--- config.mk ---
export PLATFORM = sky130hd
export DESIGN_NAME = circular_deque
export DESIGN_NICKNAME = d
export VERILOG_FILES = /design/src/rtl/cdq_pkg.sv /design/src/rtl/circular_deque.sv /design/src/rtl/cdq_ram.sv
export VERILOG_INCLUDE_DIRS = /design/src /design/src/rtl
export SDC_FILE = /design/constraint.sdc
export NUM_CORES = 1
export LEC_CHECK = 0
export BUFFER_PORTS_ARGS = -buffer_cell sky130_fd_sc_hd__buf_2
export CAP_MARGIN = 10
export CORE_MARGIN = 1
export CORE_UTILIZATION = 65
export DETAILED_ROUTE_END_ITERATION = 10
export PLACE_DENSITY = 0.85
export SYNTH_ARGS = -nofsm -noshare
export SYNTH_HDL_FRONTEND = slang
export SYNTH_SLANG_ARGS = --single-unit
--- constraint.sdc ---
create_clock -name clk -period 10.4 [get_ports clk]
set_input_delay 1.56 -clock clk [delete_from_list [all_inputs] [get_ports clk]]
set_output_delay 1.56 -clock clk [all_outputs]
set_load 0.01 [all_outputs]
--- src/rtl/circular_deque_defines.svh ---
// Assertion macros shared by the circular deque RTL.
// No dependencies; included by files that carry concurrent assertions.
`ifndef CIRCULAR_DEQUE_DEFINES_SVH
`define CIRCULAR_DEQUE_DEFINES_SVH

// Same-cycle implication, disabled while reset is asserted.
`define CDQ_ASSERT_IMPL(label, clk, rst_n, ante, cons) \
  label: assert property (@(posedge clk) disable iff (!rst_n) (ante) |-> (cons)) \
    else $error("circular_deque: assertion failed");

// Next-cycle implication, disabled while reset is asserted.
`define CDQ_ASSERT_NEXT(label, clk, rst_n, ante, cons) \
  label: assert property (@(posedge clk) disable iff (!rst_n) (ante) |=> (cons)) \
    else $error("circular_deque: assertion failed");

`endif

--- src/rtl/cdq_pkg.sv ---
// Types and constants for the circular deque.
// No dependencies; imported by circular_deque.
package cdq_pkg;

  localparam int unsigned FUNC_W   = 3;
  localparam int unsigned WORD_W   = 32;
  localparam int unsigned STATUS_W = 2;
  localparam int unsigned IN_W     = 40;
  localparam int unsigned OUT_W    = 72;

  localparam logic [FUNC_W-1:0] OP_PEEK       = 3'd0;
  localparam logic [FUNC_W-1:0] OP_PUSH_FRONT = 3'd1;
  localparam logic [FUNC_W-1:0] OP_PUSH_BACK  = 3'd2;
  localparam logic [FUNC_W-1:0] OP_POP_FRONT  = 3'd3;
  localparam logic [FUNC_W-1:0] OP_POP_BACK   = 3'd4;

  localparam logic [STATUS_W-1:0] ST_DONE  = 2'd0;
  localparam logic [STATUS_W-1:0] ST_FULL  = 2'd1;
  localparam logic [STATUS_W-1:0] ST_EMPTY = 2'd2;

  localparam logic [WORD_W-1:0] WORD_NONE = '1;

  typedef enum logic [1:0] {
    S_IDLE,
    S_RD,
    S_FIN
  } state_t;

endpackage

--- src/rtl/circular_deque.sv ---
// Top level of the circular deque: pointer control, two mirrored ring RAMs, result register.
// Depends on cdq_pkg, cdq_ram and circular_deque_defines.svh.
//
// A double-ended queue of DEPTH signed 32-bit words. Each input beat carries one
// operation (peek, push front, push back, pop front, pop back) and yields exactly one
// result beat with a status, the empty and full flags, and the front and rear words
// after the operation (all ones when empty). An item passes three states: the accept
// state updates the pointers and writes the pushed word, the read state reads the new
// front and rear entries from two mirrored RAMs, and the finish state loads the result
// register once the output is free. The input accepts a new beat while a finished
// result still waits on the output, but only after the last item has loaded that register.
module circular_deque #(
  parameter int unsigned DEPTH = 8
) (
  input  logic                  clk,
  input  logic                  rst_n,
  input  logic                  in_tvalid,
  output logic                  in_tready,
  // Fields from bit 0: func[2:0], push_value[34:3], zero fill[39:35].
  input  logic [cdq_pkg::IN_W-1:0]  in_tdata,
  output logic                  out_tvalid,
  input  logic                  out_tready,
  // Fields from bit 0: status[1:0], is_empty[2], is_full[3], front_value[35:4],
  // rear_value[67:36], zero fill[71:68].
  output logic [cdq_pkg::OUT_W-1:0] out_tdata
);

  import cdq_pkg::*;

  localparam int unsigned PW = (DEPTH > 1) ? $clog2(DEPTH) : 1;
  localparam int unsigned CW = $clog2(DEPTH + 1);
  localparam logic [PW-1:0] PTR_LAST = PW'(DEPTH - 1);
  localparam logic [CW-1:0] CNT_FULL = CW'(DEPTH);

  state_t              state_r, state_nxt;
  logic [PW-1:0]       head_r, head_nxt;
  logic [PW-1:0]       tail_r, tail_nxt;
  logic [CW-1:0]       cnt_r, cnt_nxt;
  logic [STATUS_W-1:0] status_r, status_nxt;
  logic                out_valid_r, out_valid_nxt;
  logic [OUT_W-1:0]    out_data_r, out_data_nxt;

  logic [FUNC_W-1:0]   in_func;
  logic [WORD_W-1:0]   in_word;
  logic                in_acc;
  logic                wr_en;
  logic [PW-1:0]       wr_addr;
  logic                rd_en;
  logic [WORD_W-1:0]   front_rd;
  logic [WORD_W-1:0]   rear_rd;
  logic [WORD_W-1:0]   front_val;
  logic [WORD_W-1:0]   rear_val;
  logic                q_empty;
  logic                q_full;

  assign in_func   = in_tdata[FUNC_W-1:0];
  assign in_word   = in_tdata[FUNC_W+WORD_W-1:FUNC_W];
  assign in_tready = (state_r == S_IDLE);
  assign in_acc    = in_tvalid && in_tready;
  assign rd_en     = (state_r == S_RD);
  assign q_empty   = (cnt_r == '0);
  assign q_full    = (cnt_r == CNT_FULL);
  assign front_val = q_empty ? WORD_NONE : front_rd;
  assign rear_val  = q_empty ? WORD_NONE : rear_rd;

  assign out_tvalid = out_valid_r;
  assign out_tdata  = out_data_r;

  always_comb begin
    state_nxt     = state_r;
    head_nxt      = head_r;
    tail_nxt      = tail_r;
    cnt_nxt       = cnt_r;
    status_nxt    = status_r;
    out_valid_nxt = out_valid_r && !out_tready;
    out_data_nxt  = out_data_r;
    wr_en         = 1'b0;
    wr_addr       = head_r;

    unique case (state_r)
      S_IDLE: begin
        if (in_acc) begin
          state_nxt  = S_RD;
          status_nxt = ST_DONE;
          if (in_func == OP_PUSH_FRONT || in_func == OP_PUSH_BACK) begin
            if (q_full) begin
              status_nxt = ST_FULL;
            end else begin
              wr_en   = 1'b1;
              cnt_nxt = cnt_r + 1'b1;
              if (q_empty) begin
                head_nxt = '0;
                tail_nxt = '0;
                wr_addr  = '0;
              end else if (in_func == OP_PUSH_FRONT) begin
                head_nxt = (head_r == '0) ? PTR_LAST : head_r - 1'b1;
                wr_addr  = head_nxt;
              end else begin
                tail_nxt = (tail_r == PTR_LAST) ? '0 : tail_r + 1'b1;
                wr_addr  = tail_nxt;
              end
            end
          end else if (in_func == OP_POP_FRONT || in_func == OP_POP_BACK) begin
            if (q_empty) begin
              status_nxt = ST_EMPTY;
            end else begin
              cnt_nxt = cnt_r - 1'b1;
              if (cnt_r == CW'(1)) begin
                head_nxt = '0;
                tail_nxt = '0;
              end else if (in_func == OP_POP_FRONT) begin
                head_nxt = (head_r == PTR_LAST) ? '0 : head_r + 1'b1;
              end else begin
                tail_nxt = (tail_r == '0) ? PTR_LAST : tail_r - 1'b1;
              end
            end
          end
        end
      end
      S_RD: begin
        state_nxt = S_FIN;
      end
      S_FIN: begin
        if (!out_valid_r || out_tready) begin
          state_nxt     = S_IDLE;
          out_valid_nxt = 1'b1;
          out_data_nxt  = {(OUT_W - 68)'(0), rear_val, front_val, q_full, q_empty, status_r};
        end
      end
      default: begin
        state_nxt = S_IDLE;
      end
    endcase
  end

  always_ff @(posedge clk) begin
    if (!rst_n) begin
      state_r     <= S_IDLE;
      head_r      <= '0;
      tail_r      <= '0;
      cnt_r       <= '0;
      out_valid_r <= 1'b0;
    end else begin
      state_r     <= state_nxt;
      head_r      <= head_nxt;
      tail_r      <= tail_nxt;
      cnt_r       <= cnt_nxt;
      out_valid_r <= out_valid_nxt;
    end
  end

  always_ff @(posedge clk) begin
    status_r   <= status_nxt;
    out_data_r <= out_data_nxt;
  end

  cdq_ram #(
    .WIDTH (WORD_W),
    .DEPTH (DEPTH)
  ) u_ram_front (
    .clk     (clk),
    .wr_en   (wr_en),
    .wr_addr (wr_addr),
    .wr_data (in_word),
    .rd_en   (rd_en),
    .rd_addr (head_r),
    .rd_data (front_rd)
  );

  cdq_ram #(
    .WIDTH (WORD_W),
    .DEPTH (DEPTH)
  ) u_ram_rear (
    .clk     (clk),
    .wr_en   (wr_en),
    .wr_addr (wr_addr),
    .wr_data (in_word),
    .rd_en   (rd_en),
    .rd_addr (tail_r),
    .rd_data (rear_rd)
  );

`include "circular_deque_defines.svh"

  `CDQ_ASSERT_IMPL(a_cnt_bound, clk, rst_n, 1'b1, cnt_r <= CNT_FULL)
  `CDQ_ASSERT_IMPL(a_empty_ptrs, clk, rst_n, cnt_r == '0, head_r == '0 && tail_r == '0)
  `CDQ_ASSERT_NEXT(a_acc_reads, clk, rst_n, in_acc, state_r == S_RD)
  `CDQ_ASSERT_IMPL(a_empty_words, clk, rst_n, out_valid_r && out_data_r[2],
    out_data_r[35:4] == WORD_NONE && out_data_r[67:36] == WORD_NONE)

endmodule

--- src/rtl/cdq_ram.sv ---
// Generic single-port-write, single-port-read RAM with a registered read.
// No dependencies; instantiated by circular_deque.
module cdq_ram #(
  parameter int unsigned WIDTH = 32,
  parameter int unsigned DEPTH = 8
) (
  input  logic                                   clk,
  input  logic                                   wr_en,
  input  logic [((DEPTH > 1) ? $clog2(DEPTH) : 1)-1:0] wr_addr,
  input  logic [WIDTH-1:0]                       wr_data,
  input  logic                                   rd_en,
  input  logic [((DEPTH > 1) ? $clog2(DEPTH) : 1)-1:0] rd_addr,
  output logic [WIDTH-1:0]                       rd_data
);

  logic [WIDTH-1:0] mem [DEPTH];

  always_ff @(posedge clk) begin
    if (wr_en) begin
      mem[wr_addr] <= wr_data;
    end
    if (rd_en) begin
      rd_data <= mem[rd_addr];
    end
  end

endmodule

==> results.yml <==
logic_synthesis:
  ys.flop_type: "edfxtp_1"
  synth_edf_count: 390
  syn_inst: 904
  synth-seq-area-share_pct: 70.00
  syn_area_um2: 17100
  synth-seq-cells: 403
  yosysTopAreaCell: "edfxtp_1"
  synth_area_per_cell_um2: 18.92
  synth.area.top_cells: "edfxtp_1, mux4_2, nand2b_1"
  yosysUniqueCellTypes: 52
  synth_top_area_share_pct: 68.48
  yosys_warnings: 0
  async_flop_share_pct: 0
clock_tree:
  cts_hold_buffers: 0
  tritoncts: "yes"
  numCtsBuffers: 40
  cts_setup_buffers: 0
  clockRootBuffer: "clkbuf_16"
  clock-sinks: 403
  worst_skew_pair.late_latency_ns: 0.54
  ctsResizeCount: 0
  htreeDepth: 2
  clockBufferDepth: 3
  path_clk_slew_ns: 0.06
place:
  io_buffers: 108
  dp.cells: 1310
  hpwl_mm: 17.73
  dpl_cell_area_um2: 18020
  gp_congestion: 0.8271
status:
  outcome: "finished, final reports clean"
timing:
  setup_tns_ns: 0
  rsz0062_at_grt: "no"
  fin_skew_ns: 0.01908
  finalSetupViolCount: 0
  tightest_slew_ns: 1.031
  finalHoldViolations: 0
  fmax_mhz: 250.1
  slew-limit-headroom_pct: 31.25
  period_needed_ns: 3.999
  maxSlewViolCount: 0
  timing.final.crit_share_pct: 38.45
floorplan:
  die_w_um: 164.2
  die-area_um2: 26960
  design.core.area_um2: 25910
  ioPinCount: 118
  start_util_pct: 66.00
  die_h_um: 164.2
  rows: 59
worst_setup_path:
  arrival_ns: 4.16
  crit_required_ns: 10.56
  ff2ff_path_depth: 9
  crit_path_end_kind: "register"
  r2r-end: "u_ram_rear.mem[7][29]"
  r2r_start: "cnt_r[0]"
  crit_type: "register to register"
  reg2reg_setup_slack_ns: 6.40
  crit_fanout: 68
  worstSetupStartpointType: "register"
  crit_start: "cnt_r[0]"
grt:
  grt.overflow.total: 0
  grt.total_usage_pct: 26.87
  grt_pass1_wl_mm: 52.05
  grt_max_degree: 69
  grt_pass1_vias: 9033
  antenna_found_initial: 3
cells_and_area:
  layout_common_cells: "edfxtp_1, mux4_2, nand2_1, buf_2, nand2b_1"
  layout_commonest_cell: "edfxtp_1"
  areaGrowthSynthToFinish_pct: 12.87
  instances_no_fill: 1385
  drive_gt1_share_pct: 34.64
  nets: 1072
  final_area_um2: 19300
  fill_cells: 1412
run:
  cap_violations: 0
power_and_ir_drop:
  p_per_area_nw_per_um2: 184.3
  p_total_mw: 3.557
  irDropWorstVdd_mv: 0.1358
  p_leak_nw: 6.287
detailed_routing:
  viasPerCell: 6.461
  final_antenna_net_count: 0
  wl_per_cell_um: 25.17
  drc: 0
  routed_wl_mm: 34.85
  first_pass_iters: 5
  vias: 8949
  drt_iter0_markers: 973
min_path:
  hold_start: "status_r[1]"
  hold_class: "register to register"
  min_path_cells: 0
  min_to: "out_tdata[1]"
==> cell type report <==
class / count / area [µm²] / share of cell area [%]
antenna: 2 / 5.005 / 0.02593
sequential: 403 / 11990 / 62.11
tap: 335 / 419.2 / 2.172
multi-input combinational: 438 / 4917 / 25.47
clock inverter: 24 / 196.4 / 1.018
timing repair buffer: 124 / 660.6 / 3.423
clock buffer: 49 / 1077 / 5.581
inverter: 10 / 37.54 / 0.1945
==> where the power goes <==
| part | internal (mW) | switching, mW |
|---|---|---|
| registers | 1.84 | 0.0325 |
| clock network | 0.812 | 0.586 |
| logic | 0.123 | 0.166 |
==> worst max path at each step <==
stage | cells past startpoint | endpoint | slack [ns]
finish | 9 | u_ram_rear.mem[7][29] | 6.40
CTS | 9 | u_ram_rear.mem[7][23] | 6.36
global route | 9 | u_ram_rear.mem[7][23] | 6.15
global placement | 7 | u_ram_rear.mem[7][10] | 6.28
floorplan | 5 | u_ram_rear.mem[2][0] | 4.93
detailed placement | 7 | u_ram_rear.mem[7][10] | 6.26
==> state kept, by name, indices dropped and copies added (netlist names) <==
name and count:
u_ram_rear.rd_data 32, u_ram_front.rd_data 32, tail_r 3, head_r 3, state_r 2, cnt_r 4
out_tdata 68, u_ram_rear.mem 256, status_r 2, out_tvalid 1
==> logic make-up after synthesis <==
family	count (synthesis)	share of synthesized area [%]
simple gates	218	6.468
compound gates	33	1.332
flops	403	70.00
xor+xnor	4	0.2049
buf+inv	66	1.705
fa+ha+maj	11	0.8048
other cells	1	0.02193
mux	168	19.46
==> worst max-delay path, cell delays in order, from the launching register on <==
cell and delay, ns:
dfxtp_1 0.43, inv_1 0.07, ha_1 0.23, or3b_4 0.85
inv_2 0.26, nor3_1 0.55, nand3b_4 0.16, or2_1 0.31
a211oi_4 0.22, buf_4 0.53
==> metal layers <==
layer  vias to the layer above  global-route usage (%)  wire length, µm
met2                       458                   45.30            17900
li1                       3813                       -                -
met3                        87                   4.697             2799
met4                         2                   10.73             1100
met1                      4589                   35.11            13040
met5                         -                       0               17
==> synth_stat cells, types with 2 or more instances <==
cell      number
o21ai_1        2
nor3_1         5
or3_1          2
nand3b_1       2
o21ai_0        6
nor3b_1        6
nor2b_1        3
mux2_2        32
nand2_1      108
nand2b_1      70
a211oi_2       2
buf_4          5
or3b_1         2
o211a_1        2
edfxtp_1     390
a21boi_0       2
and2_1         3
mux4_2       128
nand3_1        3
buf_2         14
ha_1          11
a21o_1         3
mux2i_1        7
nor2_1         7
a21oi_1        7
inv_1          8
buf_1          4
xnor2_1        3
clkbuf_1      32
dfxtp_1       13
==> metrics by stage <==
step / setup slack [ns] / hold WS [ns] / utilization, %
floorplan: 4.926 / 0.4003 / -
global placement: 6.276 / 0.4090 / 69.56
detailed placement: 6.265 / 0.4080 / 69.56
CTS: 6.356 / 0.4225 / 74.47
global route: 6.152 / 0.4230 / 74.48
finish: 6.401 / 0.4254 / 74.49
(Power assumes the default switching activity.)
